--- config.mk ---
export PLATFORM = sky130hd
export DESIGN_NAME = job_queue_with_removal
export DESIGN_NICKNAME = d
export VERILOG_FILES = /design/src/rtl/core/jqwr_pkg.sv /design/src/rtl/core/job_queue_with_removal.sv
export SDC_FILE = /design/constraint.sdc
export NUM_CORES = 1
export LEC_CHECK = 0
export BUFFER_PORTS_ARGS = -buffer_cell sky130_fd_sc_hd__buf_2
export CELL_PAD_IN_SITES_DETAIL_PLACEMENT = 1
export CELL_PAD_IN_SITES_GLOBAL_PLACEMENT = 2
export CORE_AREA = 2 2 270 272
export CTS_CLUSTER_DIAMETER = 30
export DETAILED_ROUTE_END_ITERATION = 8
export DIE_AREA = 0 0 272 274
export PLACE_DENSITY = 0.82
export SLEW_MARGIN = 20
export SYNTH_ARGS = -nofsm -noshare
export SYNTH_HDL_FRONTEND = slang
export SYNTH_SLANG_ARGS = --single-unit
export TNS_END_PERCENT = 20
--- constraint.sdc ---
create_clock -name clock -period 8.9 [get_ports clock]
set_input_delay 1.78 -clock clock [delete_from_list [all_inputs] [get_ports clock]]
set_output_delay 1.78 -clock clock [all_outputs]
set_load 0.1 [all_outputs]
--- src/rtl/core/jqwr_pkg.sv ---
`timescale 1ns / 1ps
// Shared types and constants for the job queue with removal.
// Depends on nothing; imported by job_queue_with_removal and its testbench.

package jqwr_pkg;

   localparam int DEF_QUEUE_DEPTH = 16;
   localparam int DEF_HANDLE_BITS = 8;
   localparam int DEF_NUMBER_BITS = 16;

   typedef enum logic [1:0] {
      ACT_PUSH   = 2'd0,
      ACT_POP    = 2'd1,
      ACT_REMOVE = 2'd2,
      ACT_CLEAR  = 2'd3
   } action_type;

   typedef enum logic [2:0] {
      STAT_OK        = 3'd0,
      STAT_EMPTY     = 3'd1,
      STAT_FULL      = 3'd2,
      STAT_NOT_FOUND = 3'd3,
      STAT_DUPLICATE = 3'd4
   } status_type;

   typedef enum logic [2:0] {
      ST_IDLE,
      ST_SCAN,
      ST_FETCH,
      ST_LOAD,
      ST_UNLINK,
      ST_FRONT,
      ST_LINK_PREV,
      ST_PUSH_LINK
   } state_type;

   // Field write enables of the entry memory.
   typedef struct packed {
      logic data;
      logic next_link;
      logic prev_link;
   } wr_mask_type;

endpackage

--- src/rtl/core/job_queue_with_removal.sv ---
`timescale 1ns / 1ps
// Job queue with removal: a doubly linked list of job entries kept in one
// synchronous entry memory, driven by a sequencer. Depends on jqwr_pkg.
//
// A pop reads the front entry and unlinks it. A push scans every slot; with room on a
// non-empty queue it reads the back entry and writes and links the new one, and a
// duplicate ends the scan at its hit. A remove scans to the matching slot and unlinks
// it. The handle search reads one entry per cycle. One item at a time; a new item may
// start in the strobe cycle, and the receiver cannot stall the beat. Reset is
// synchronous and leaves the queue empty.

module job_queue_with_removal #(
   parameter int QUEUE_DEPTH = jqwr_pkg::DEF_QUEUE_DEPTH,
   parameter int HANDLE_BITS = jqwr_pkg::DEF_HANDLE_BITS,
   parameter int NUMBER_BITS = jqwr_pkg::DEF_NUMBER_BITS
) (
   input  logic                                 clock,
   input  logic                                 reset,
   input  logic                                 start,
   output logic                                 busy,
   input  logic [1:0]                           req_action,
   input  logic [HANDLE_BITS-1:0]               req_job_handle,
   output logic                                 rsp_strobe,
   output logic [2:0]                           rsp_status,
   output logic [HANDLE_BITS-1:0]               rsp_result_handle,
   output logic [NUMBER_BITS-1:0]               rsp_result_job_number,
   output logic [HANDLE_BITS-1:0]               rsp_front_handle,
   output logic                                 rsp_front_valid,
   output logic [$clog2(QUEUE_DEPTH+1)-1:0]     rsp_entry_count
);
   import jqwr_pkg::*;

   localparam int IDX_W   = $clog2(QUEUE_DEPTH);
   localparam int COUNT_W = $clog2(QUEUE_DEPTH + 1);
   localparam logic [IDX_W-1:0]   LAST_IDX  = IDX_W'(QUEUE_DEPTH - 1);
   localparam logic [COUNT_W-1:0] FULL_CNT  = COUNT_W'(QUEUE_DEPTH);

   typedef struct packed {
      logic [HANDLE_BITS-1:0] handle;
      logic [NUMBER_BITS-1:0] number;
      logic [IDX_W-1:0]       next_slot;
      logic [IDX_W-1:0]       prev_slot;
   } entry_type;

   entry_type entry_mem [QUEUE_DEPTH];

   state_type              state_ff, state_in;
   action_type             action_ff, action_in;
   logic [HANDLE_BITS-1:0] handle_ff, handle_in;
   logic [IDX_W-1:0]       head_ff, head_in;
   logic [IDX_W-1:0]       tail_ff, tail_in;
   logic [COUNT_W-1:0]     count_ff, count_in;
   logic [QUEUE_DEPTH-1:0] used_ff, used_in;
   logic [HANDLE_BITS-1:0] front_ff, front_in;
   logic [IDX_W-1:0]       scan_idx_ff, scan_idx_in;
   logic                   scan_more_ff, scan_more_in;
   logic                   cmp_valid_ff, cmp_valid_in;
   logic [IDX_W-1:0]       cmp_idx_ff, cmp_idx_in;
   logic                   free_found_ff, free_found_in;
   logic [IDX_W-1:0]       free_slot_ff, free_slot_in;
   logic [IDX_W-1:0]       slot_ff, slot_in;
   entry_type              rec_ff, rec_in;
   entry_type              rd_data_ff;
   logic                   strobe_ff, strobe_in;
   status_type             status_ff, status_in;
   logic [HANDLE_BITS-1:0] res_handle_ff, res_handle_in;
   logic [NUMBER_BITS-1:0] res_number_ff, res_number_in;

   logic [IDX_W-1:0]       rd_addr;
   logic [IDX_W-1:0]       wr_addr;
   entry_type              wr_data;
   wr_mask_type            wr_mask;
   logic                   hit;
   logic                   miss_done;
   logic                   at_head;
   logic                   at_tail;
   logic [NUMBER_BITS-1:0] next_number;

   // Entry memory: one write address with field enables, one registered read.
   always_ff @(posedge clock) begin
      if (wr_mask.data) begin
         entry_mem[wr_addr].handle <= wr_data.handle;
         entry_mem[wr_addr].number <= wr_data.number;
      end
      if (wr_mask.next_link) begin
         entry_mem[wr_addr].next_slot <= wr_data.next_slot;
      end
      if (wr_mask.prev_link) begin
         entry_mem[wr_addr].prev_slot <= wr_data.prev_slot;
      end
      rd_data_ff <= entry_mem[rd_addr];
   end

   assign hit       = cmp_valid_ff && used_ff[cmp_idx_ff] && (rd_data_ff.handle == handle_ff);
   assign miss_done = cmp_valid_ff && (cmp_idx_ff == LAST_IDX) && !hit;
   assign at_head   = (slot_ff == head_ff);
   assign at_tail   = (slot_ff == tail_ff);
   assign next_number = (rd_data_ff.number == '1) ? rd_data_ff.number
                                                  : rd_data_ff.number + NUMBER_BITS'(1);

   always_comb begin
      state_in      = state_ff;
      action_in     = action_ff;
      handle_in     = handle_ff;
      head_in       = head_ff;
      tail_in       = tail_ff;
      count_in      = count_ff;
      used_in       = used_ff;
      front_in      = front_ff;
      scan_idx_in   = scan_idx_ff;
      scan_more_in  = scan_more_ff;
      cmp_valid_in  = 1'b0;
      cmp_idx_in    = cmp_idx_ff;
      free_found_in = free_found_ff;
      free_slot_in  = free_slot_ff;
      slot_in       = slot_ff;
      rec_in        = rec_ff;
      strobe_in     = 1'b0;
      status_in     = status_ff;
      res_handle_in = res_handle_ff;
      res_number_in = res_number_ff;
      rd_addr       = scan_idx_ff;
      wr_addr       = slot_ff;
      wr_data       = rec_ff;
      wr_mask       = '0;

      unique case (state_ff)
         ST_IDLE: begin
            if (start) begin
               action_in     = action_type'(req_action);
               handle_in     = req_job_handle;
               res_handle_in = '0;
               res_number_in = '0;
               scan_idx_in   = '0;
               scan_more_in  = 1'b1;
               free_found_in = 1'b0;
               unique case (req_action)
                  ACT_PUSH: begin
                     state_in = ST_SCAN;
                  end
                  ACT_POP: begin
                     if (count_ff == '0) begin
                        strobe_in = 1'b1;
                        status_in = STAT_EMPTY;
                     end else begin
                        slot_in  = head_ff;
                        state_in = ST_FETCH;
                     end
                  end
                  ACT_REMOVE: begin
                     if (count_ff == '0) begin
                        strobe_in = 1'b1;
                        status_in = STAT_EMPTY;
                     end else begin
                        state_in = ST_SCAN;
                     end
                  end
                  ACT_CLEAR: begin
                     used_in   = '0;
                     head_in   = '0;
                     tail_in   = '0;
                     count_in  = '0;
                     strobe_in = 1'b1;
                     status_in = STAT_OK;
                  end
               endcase
            end
         end

         ST_SCAN: begin
            // Reads are issued one slot per cycle; each compare sees the
            // registered read of the slot issued in the cycle before.
            rd_addr      = scan_idx_ff;
            cmp_valid_in = scan_more_ff;
            cmp_idx_in   = scan_idx_ff;
            if (scan_more_ff) begin
               if (!used_ff[scan_idx_ff] && !free_found_ff) begin
                  free_found_in = 1'b1;
                  free_slot_in  = scan_idx_ff;
               end
               if (scan_idx_ff == LAST_IDX) begin
                  scan_more_in = 1'b0;
               end else begin
                  scan_idx_in = scan_idx_ff + IDX_W'(1);
               end
            end
            if (hit) begin
               if (action_ff == ACT_PUSH) begin
                  strobe_in = 1'b1;
                  status_in = STAT_DUPLICATE;
                  state_in  = ST_IDLE;
               end else begin
                  rec_in   = rd_data_ff;
                  slot_in  = cmp_idx_ff;
                  state_in = ST_UNLINK;
               end
            end else if (miss_done) begin
               if (action_ff != ACT_PUSH) begin
                  strobe_in = 1'b1;
                  status_in = STAT_NOT_FOUND;
                  state_in  = ST_IDLE;
               end else if (count_ff >= FULL_CNT || !free_found_ff) begin
                  strobe_in = 1'b1;
                  status_in = STAT_FULL;
                  state_in  = ST_IDLE;
               end else if (count_ff == '0) begin
                  wr_addr           = free_slot_ff;
                  wr_data.handle    = handle_ff;
                  wr_data.number    = NUMBER_BITS'(1);
                  wr_data.next_slot = free_slot_ff;
                  wr_data.prev_slot = free_slot_ff;
                  wr_mask           = '1;
                  used_in[free_slot_ff] = 1'b1;
                  head_in       = free_slot_ff;
                  tail_in       = free_slot_ff;
                  count_in      = COUNT_W'(1);
                  front_in      = handle_ff;
                  strobe_in     = 1'b1;
                  status_in     = STAT_OK;
                  res_handle_in = handle_ff;
                  res_number_in = NUMBER_BITS'(1);
                  state_in      = ST_IDLE;
               end else begin
                  slot_in  = free_slot_ff;
                  state_in = ST_FETCH;
               end
            end
         end

         ST_FETCH: begin
            // A push reads the back entry for its number; a pop reads the front.
            rd_addr  = (action_ff == ACT_PUSH) ? tail_ff : slot_ff;
            state_in = ST_LOAD;
         end

         ST_LOAD: begin
            if (action_ff == ACT_PUSH) begin
               wr_addr           = slot_ff;
               wr_data.handle    = handle_ff;
               wr_data.number    = next_number;
               wr_data.next_slot = slot_ff;
               wr_data.prev_slot = tail_ff;
               wr_mask           = '1;
               rec_in.number     = next_number;
               state_in          = ST_PUSH_LINK;
            end else begin
               rec_in   = rd_data_ff;
               state_in = ST_UNLINK;
            end
         end

         ST_PUSH_LINK: begin
            wr_addr           = tail_ff;
            wr_data.next_slot = slot_ff;
            wr_mask.next_link = 1'b1;
            used_in[slot_ff]  = 1'b1;
            tail_in       = slot_ff;
            count_in      = count_ff + COUNT_W'(1);
            strobe_in     = 1'b1;
            status_in     = STAT_OK;
            res_handle_in = handle_ff;
            res_number_in = rec_ff.number;
            state_in      = ST_IDLE;
         end

         ST_UNLINK: begin
            used_in[slot_ff] = 1'b0;
            res_handle_in    = rec_ff.handle;
            res_number_in    = rec_ff.number;
            status_in        = STAT_OK;
            priority if (at_head && at_tail) begin
               head_in   = '0;
               tail_in   = '0;
               count_in  = count_ff - COUNT_W'(1);
               strobe_in = 1'b1;
               state_in  = ST_IDLE;
            end else if (at_head) begin
               // The new front's handle comes from a read of the next entry.
               head_in  = rec_ff.next_slot;
               count_in = count_ff - COUNT_W'(1);
               rd_addr  = rec_ff.next_slot;
               state_in = ST_FRONT;
            end else if (at_tail) begin
               tail_in   = rec_ff.prev_slot;
               count_in  = count_ff - COUNT_W'(1);
               strobe_in = 1'b1;
               state_in  = ST_IDLE;
            end else begin
               wr_addr           = rec_ff.prev_slot;
               wr_data.next_slot = rec_ff.next_slot;
               wr_mask.next_link = 1'b1;
               count_in          = count_ff - COUNT_W'(1);
               state_in          = ST_LINK_PREV;
            end
         end

         ST_FRONT: begin
            front_in  = rd_data_ff.handle;
            strobe_in = 1'b1;
            state_in  = ST_IDLE;
         end

         ST_LINK_PREV: begin
            wr_addr           = rec_ff.next_slot;
            wr_data.prev_slot = rec_ff.prev_slot;
            wr_mask.prev_link = 1'b1;
            strobe_in         = 1'b1;
            state_in          = ST_IDLE;
         end
      endcase
   end

   always_ff @(posedge clock) begin
      if (reset) begin
         state_ff      <= ST_IDLE;
         action_ff     <= ACT_PUSH;
         head_ff       <= '0;
         tail_ff       <= '0;
         count_ff      <= '0;
         used_ff       <= '0;
         scan_idx_ff   <= '0;
         scan_more_ff  <= 1'b0;
         cmp_valid_ff  <= 1'b0;
         free_found_ff <= 1'b0;
         strobe_ff     <= 1'b0;
         status_ff     <= STAT_OK;
      end else begin
         state_ff      <= state_in;
         action_ff     <= action_in;
         head_ff       <= head_in;
         tail_ff       <= tail_in;
         count_ff      <= count_in;
         used_ff       <= used_in;
         scan_idx_ff   <= scan_idx_in;
         scan_more_ff  <= scan_more_in;
         cmp_valid_ff  <= cmp_valid_in;
         free_found_ff <= free_found_in;
         strobe_ff     <= strobe_in;
         status_ff     <= status_in;
      end
   end

   always_ff @(posedge clock) begin
      handle_ff     <= handle_in;
      front_ff      <= front_in;
      cmp_idx_ff    <= cmp_idx_in;
      free_slot_ff  <= free_slot_in;
      slot_ff       <= slot_in;
      rec_ff        <= rec_in;
      res_handle_ff <= res_handle_in;
      res_number_ff <= res_number_in;
   end

   assign busy                  = (state_ff != ST_IDLE);
   assign rsp_strobe            = strobe_ff;
   assign rsp_status            = status_ff;
   assign rsp_result_handle     = res_handle_ff;
   assign rsp_result_job_number = res_number_ff;
   assign rsp_front_valid       = (count_ff != '0);
   assign rsp_front_handle      = (count_ff != '0) ? front_ff : '0;
   assign rsp_entry_count       = count_ff;

   a_count_bound: assert property (@(posedge clock) disable iff (reset)
      count_ff <= FULL_CNT)
      else $error("entry count above queue depth");

   a_used_matches_count: assert property (@(posedge clock) disable iff (reset)
      COUNT_W'($countones(used_ff)) == count_ff)
      else $error("in-use bits disagree with entry count");

   a_strobe_when_idle: assert property (@(posedge clock) disable iff (reset)
      strobe_ff |-> (state_ff == ST_IDLE))
      else $error("result beat while the sequencer is busy");

   a_ends_in_use: assert property (@(posedge clock) disable iff (reset)
      (state_ff == ST_IDLE && count_ff != '0) |-> (used_ff[head_ff] && used_ff[tail_ff]))
      else $error("front or back slot not in use");

   a_one_beat_per_item: assert property (@(posedge clock) disable iff (reset)
      strobe_ff |=> !strobe_ff || $past(start && !busy))
      else $error("result beat without an accepted item");

endmodule

# Yosys cells after proc, flatten, opt, wreduce, memory -nomap -nowiden
# Memories as Yosys holds them, arrays and structs flattened. A register that Yosys moved wholly into a read port is not among the register bits.
# Index checks and enable logic that the tools add are counted.
[word_totals]
register_bits = 129
latchBits = 0
ram_bits = 512
mem_bits_ro = 0
in_bits = 13
elab_cells = 291
mem_count = 1
[mem_list]
columns = ["memory", "words", "width", "read_ports", "rd_ports_with_merged_regs", "write_ports", "line", "rtl"]
rows = [
  ["entry_mem", 16, 32, 1, 1, 1, "job_queue_with_removal.sv:45", "entry_type entry_mem [QUEUE_DEPTH];"],
]
[op_classes]
n_addsub = 4
multipliers = 0
n_div = 0
order_cmp = 7
eq_ne = 46
shift = 0
muxes = 160
n_bitwise = 5
reduce_logical = 45
[op_table]
columns = ["op", "count"]
rows = [
  ["$mux W32", 8],
  ["$mux W16", 15],
  ["$mux W4", 35],
  ["$mux W8", 9],
  ["$mux W3", 23],
  ["$pmux W16 S4", 1],
  ["$pmux W32 S2", 1],
  ["$pmux W16 S3", 1],
  ["$pmux W24 S2", 1],
  ["$ne A3 B3 Y1 const B", 12],
  ["$mux W5", 7],
  ["$or A16 B16 Y16", 2],
  ["$pmux W4 S2", 4],
  ["$pmux W4 S4", 2],
  ["$pmux W8 S4", 1],
  ["$mux W1", 29],
  ["$ne A2 B2 Y1 const B", 13],
  ["$pmux W4 S3", 2],
  ["$reduce_and A7 Y1", 3],
  ["$lt A4 B5 Y1 const B", 4],
  ["$pmux W5 S4", 1],
  ["$pmux W3 S3", 2],
  ["$pmux W3 S6", 1],
  ["$reduce_and A9 Y1", 2],
  ["49 further kinds", 88],
]

# Depth between registers and ports, before layout
[depth]
depth_word = 11
ltp_mapped = 13
ltp_nobuf = 9

# Worst setup path after synthesis
# No wires, ideal clock.
[synth_timing]
path_kind = "register -> output"
start = "reg count_ff[0] (netlist: rsp_entry_count[0])"
end = "out rsp_front_handle[0]"
t_arrival_ns = 3.331
required_time_ns = 7.120
slack_ns = 3.789
stages_incl_launch_ff = 6
path_cell_list = "dfxtp_1 -> or4_1 -> nor2_1 -> inv_1 -> clkbuf_1 -> and2_1"
[synth_via]
elab_chain_cells = 2
[synth_rtl]
columns = ["element", "line", "rtl"]
rows = [
  ["start, declared", "job_queue_with_removal.sv:52", "logic [COUNT_W-1:0] count_ff, count_in;"],
  ["start signal, assigned", "job_queue_with_removal.sv:332", "count_ff <= count_in;"],
  ["$reduce_bool A5 Y1", "-", ""],
  ["net rsp_front_valid", "job_queue_with_removal.sv:28", "output logic rsp_front_valid,"],
  ["$mux W8", "job_queue_with_removal.sv:360", "assign rsp_front_handle = (count_ff != '0) ? front_ff : '0;"],
  ["end, declared", "job_queue_with_removal.sv:27", "output logic [HANDLE_BITS-1:0] rsp_front_handle,"],
]
# The timed path passes the listed nets, and every way through them passes these cells.

# Worst setup path after layout
[layout_timing]
start = "reg slot_ff[1]"
end = "mem entry_mem[14][24] (netlist bit), enable pin"
[layout_via]
elab_chain_cells = 6
elab_cells_between_ends = 12
cone_classes = "2 x eq/ne; 9 x mux; 1 x reduce/logical"
[layout_rtl]
columns = ["element", "line", "rtl"]
rows = [
  ["start, declared", "job_queue_with_removal.sv:61", "logic [IDX_W-1:0] slot_ff, slot_in;"],
  ["start signal, assigned", "job_queue_with_removal.sv:348", "slot_ff <= slot_in;"],
  ["$mux W4", "job_queue_with_removal.sv:206", "end else if (count_ff == '0) begin"],
  ["$mux W4", "job_queue_with_removal.sv:202", "end else if (count_ff >= FULL_CNT || !free_found_ff) begin"],
  ["$mux W4", "job_queue_with_removal.sv:198", "if (action_ff != ACT_PUSH) begin"],
  ["$mux W4", "job_queue_with_removal.sv:197", "end else if (miss_done) begin"],
  ["$mux W4", "job_queue_with_removal.sv:187", "if (hit) begin"],
  ["$pmux W4 S4 (*)", "job_queue_with_removal.sv:127", "unique case (state_ff)"],
  ["end, declared", "job_queue_with_removal.sv:45", ""],
]
# Every way passes the cells marked *; elsewhere a longest branch is shown, timed or not.

==> metrics.md <==
| Metric | Value |
|---|---|
| Reg2reg setup slack | `approximately 3.8 ns` |
| Gpl congestion | `about 0.83` |
| Unrepaired setup endpoints after global routing | `no` |
| DRT Pass-1 Iters | `5` |
| Via density | `5.83` |
| Relative slew margins | `a little under 20%` |
| Worst Tran Pin Value | `around 1.2 ns` |
| Syn Inst Count | `2078` |
| TritonCTS Buffers | `between 100 and 150` |
| Post-cts sizing count | `0` |
| Root Driver | `clkbuf_16` |
| Layout cells sized above 1 | `around 17%` |
| Register area share after synthesis | `between 60% and 70%` |
| Comb power frac | `21.2%` |
| Ant diodes | `0` |
| Initial antenna violation count | `1` |
| Post-synth top area share | `63.1%` |
| Setup tns final | `0 ns` |
| Clock latency at the later pin of the worst-skew pair | `between 0.6 and 0.7 ns` |
| Origin of the critical flop-to-flop path | `slot_ff[1]$_DFFE_PP_` |
| Hold buffers post-CTS | `0` |
| Asr flop ratio synth | `0%` |
| DRC errors left | `0` |
| Final period util | `around 57%` |
| Hold wc startpoint | `rd_data_ff[6]$_DFF_P_` |
| Worst Hold End | `rec_ff[6]$_DFFE_PP_` |
| CTS sink cnt | `around 670` |
| Area contributors post-synth | `edfxtp_1 63%, dfxtp_1 5.4%, nand2_1 4.8%, mux2i_1 4.3%, a32oi_1 3.3%` |
| Synth Cell Area | `around 28000 µm²` |
| CP endpoint kind | `register` |
| Final #Nets | `2182` |
| Leak | `around 0.012 µW` |
| WL final | `~85000 µm` |
| DR vias | `approximately 19000` |
| First-pass GRT wire length | `between 100000 and 150000 µm` |
| Outcome | `finished, final reports clean` |
| Crit-path slowest cell | `nor2_4` |
| Total track usage | `a little under a quarter` |
| Setup CP Type | `reg2reg` |
| Worst-path clk slew | `~0.060 ns` |
| Max Cap Viol | `0` |
| CP Data Required Time | `a little over 9 ns` |
| Clock group share of total power | `around 43%` |
| Primary FF master, synth | `edfxtp_1` |
| Die extent in y | `between 200 and 300 µm` |
| CTS tree | `built` |
| Internal | `7620 µW` |
| Avg WL per Cell | `about 26 µm` |
| Switching share of total power | `between 30% and 40%` |
| Hold Path Cell Cnt | `0` |
| Setup Viol. Count Final | `0` |
| Psw | `3630 µW` |
| Crit path time final | `about 5.1 ns` |
| Starting density of the core | `between 30% and 40%` |
| Worst Path Arrival | `approximately 5.4 ns` |
| I/O Pins | `between 50 and 60` |
| IO Port Bufs | `55` |
| Pin count of the biggest net entering global routing | `178` |
| Place WS | `between 3 and 4 ns` |
| Crit path largest cell delay | `1.04 ns` |
| Post-detailed-route count of antenna-violating nets | `0` |
| Fmax | `between 0.15 and 0.2 GHz` |
| Clk buf depth | `3` |
| Number of global-route vias before repair | `~20000` |
| DIE WIDTH | `272 µm` |
| Area delta synth->final | `19.8%` |
| Number of core rows | `99` |
| Final hold violations | `0` |
| Syn_nets | `2101` |
| H-tree depth | `3` |
| Peak supply drop | `~290 µV` |
| Worst Skew | `between 0.04 and 0.05 ns` |
| CP most frequent cell | `nor3_1` |
| Post-synth cell types | `74` |
| Worst-path cell chain | `xor2_1, nor4_4, or2_0, a311o_1, nor3_1, nor3_1, nand4_1, nor2_4` |
| PwrDens | `around 330 nW/µm²` |
| Slew Limit Fails | `0` |
| Post-CTS Setup Bufs | `0` |
| Post-DP HPWL | `~51000 µm` |
| FF-to-FF path depth | `8` |
| Core Region | `72000 µm²` |
| Most area-hungry cell type in the Yosys netlist | `edfxtp_1` |
| CP Launch Type | `register` |
| Initial DRC count | `roughly 1600` |
| Warnings from Yosys | `0` |
| Hold Crit Class | `reg2reg` |
| Die Area | `approximately 75000 µm²` |
| Crit path max fanout | `24` |
| GRT overflow | `0` |
| Part of the power in registers | `a little over a third` |
| Final setup margin | `about 3.8 ns` |
| RR Endpoint | `entry_mem[14][24]$_DFFE_PP_` |
| Post-synth EDFFs | `about 600` |
| Register bit total from synthesis | `slightly below 700` |
| Average cell area after synthesis | `13.6 µm²` |
==> sequential cells by signal, indices dropped and copies added, names as in the netlist, 5 cells and up <==
name	flops
entry_mem	512
rd_data_ff	32
rec_ff	32
rsp_result_job_number	16
used_ff	16
front_ff	8
handle_ff	8
rsp_result_handle	8
rsp_entry_count	5
==> layout make-up <==
type / instances / area (µm²)
inverters: 13 / 48.8
multi-input cells: 1255 / 8370
well taps: 959 / 1200
flip-flops and latches: 673 / 19400
clock buffers: 138 / 3090
fillers: 7110 / 38000
repair buffers: 100 / 626
clock inverters: 82 / 1200
==> critical path, delay by kind of cell (launching register included) <==
family	cells	cell delay, ns
simple gates	6	3.43
flops	1	0.79
xor+xnor	1	0.22
compound gates	1	0.25
==> metal layers <==
metal	part of all wire, %	vias up	GRT usage, %
met3	6.8	157	4.33
li1	-	8160	-
met5	0	-	0
met2	49	717	37.8
met4	3.1	0	8.65
met1	42	9727	29.1
==> how the worst max path moves through the flow <==
stage / slack, ns / cells past startpoint / startpoint / endpoint
4_1_cts: 3.90 / 8 / slot_ff[1]$_DFFE_PP_ / entry_mem[14][31]$_DFFE_PP_
3_3_place_gp: 4.00 / 8 / slot_ff[1]$_DFFE_PP_ / entry_mem[14][18]$_DFFE_PP_
2_1_floorplan: 3.79 / 5 / rsp_entry_count[0]$_SDFFE_PP0P_ / rsp_front_handle[0]
3_5_place_dp: 3.93 / 8 / slot_ff[1]$_DFFE_PP_ / entry_mem[14][18]$_DFFE_PP_
5_1_grt: 3.44 / 8 / slot_ff[1]$_DFFE_PP_ / entry_mem[14][31]$_DFFE_PP_
6_report: 3.80 / 8 / slot_ff[1]$_DFFE_PP_ / entry_mem[14][24]$_DFFE_PP_
==> power by group through the flow <==
stage | combinational, µW | sequential [µW] | clock (µW)
detailed placement | 2340 | 4060 | 0
CTS | 2370 | 4000 | 4890
global route | 2520 | 4020 | 5030
global placement | 2280 | 4040 | 0
floorplan | 1400 | 4230 | 0
finish | 2390 | 4010 | 4850
==> cells by family after synthesis <==
kind of cell | Yosys count | share of synthesized area (%)
and+or+nand+nor | 687 | 11.7
DFF | 673 | 68.6
AOI/OAI and AO/OA | 363 | 9.58
muxes | 153 | 5.89
buffers and inverters | 150 | 2.50
xor gates and xnor gates | 42 | 1.30
adders and majority gates | 10 | 0.468
==> cells in the mapped netlist, types with 23 or more instances <==
cell      number
clkbuf_1      56
a221o_1       23
and4_1        29
a21oi_1       67
nand3_1       30
nand2_1      359
nor3_1        46
xnor2_1       24
o21ai_0       52
edfxtp_1     596
mux2i_1      123
buf_2         51
a32oi_1      108
nor2_1        90
and2_1        29
dfxtp_1       77
==> layout by cell type, fill, tap and decap left out, drive strengths merged, types with 5 or more instances in the layout <==
cell type	instances
nor2b	8
xor2	18
nand4	19
or2	5
nand2b	9
clkinvlp	15
a21o	8
a22o	16
o21ai	52
and3	13
mux4	9
edfxtp	596
nand3	30
a211oi	13
nor3	65
nor2	98
bufinv	26
a22oi	18
a31oi	8
clkbuf	138
a221o	23
buf	100
a21oi	68
ha	9
and2	29
o22ai	8
o221ai	5
o21a	9
dfxtp	77
inv	24
and4	30
clkinv	30
or3	7
mux2i	123
nand2	362
a32oi	108
xnor2	24
mux2	21
==> per-stage QoR <==
step	total power (µW)	utilization, %	hold slack, ns	cell area (µm²)	instances
2_1_floorplan	5630	-	0.386	28400	2078
3_3_place_gp	6320	41.2	0.387	29700	3000
3_5_place_dp	6400	41.2	0.397	29700	3000
4_1_cts	11300	47.2	0.411	34000	3220
5_1_grt	11600	47.2	0.423	34000	3220
6_report	11300	47.2	0.412	34000	3220
No activity file was read; power rests on OpenSTA's default activity.
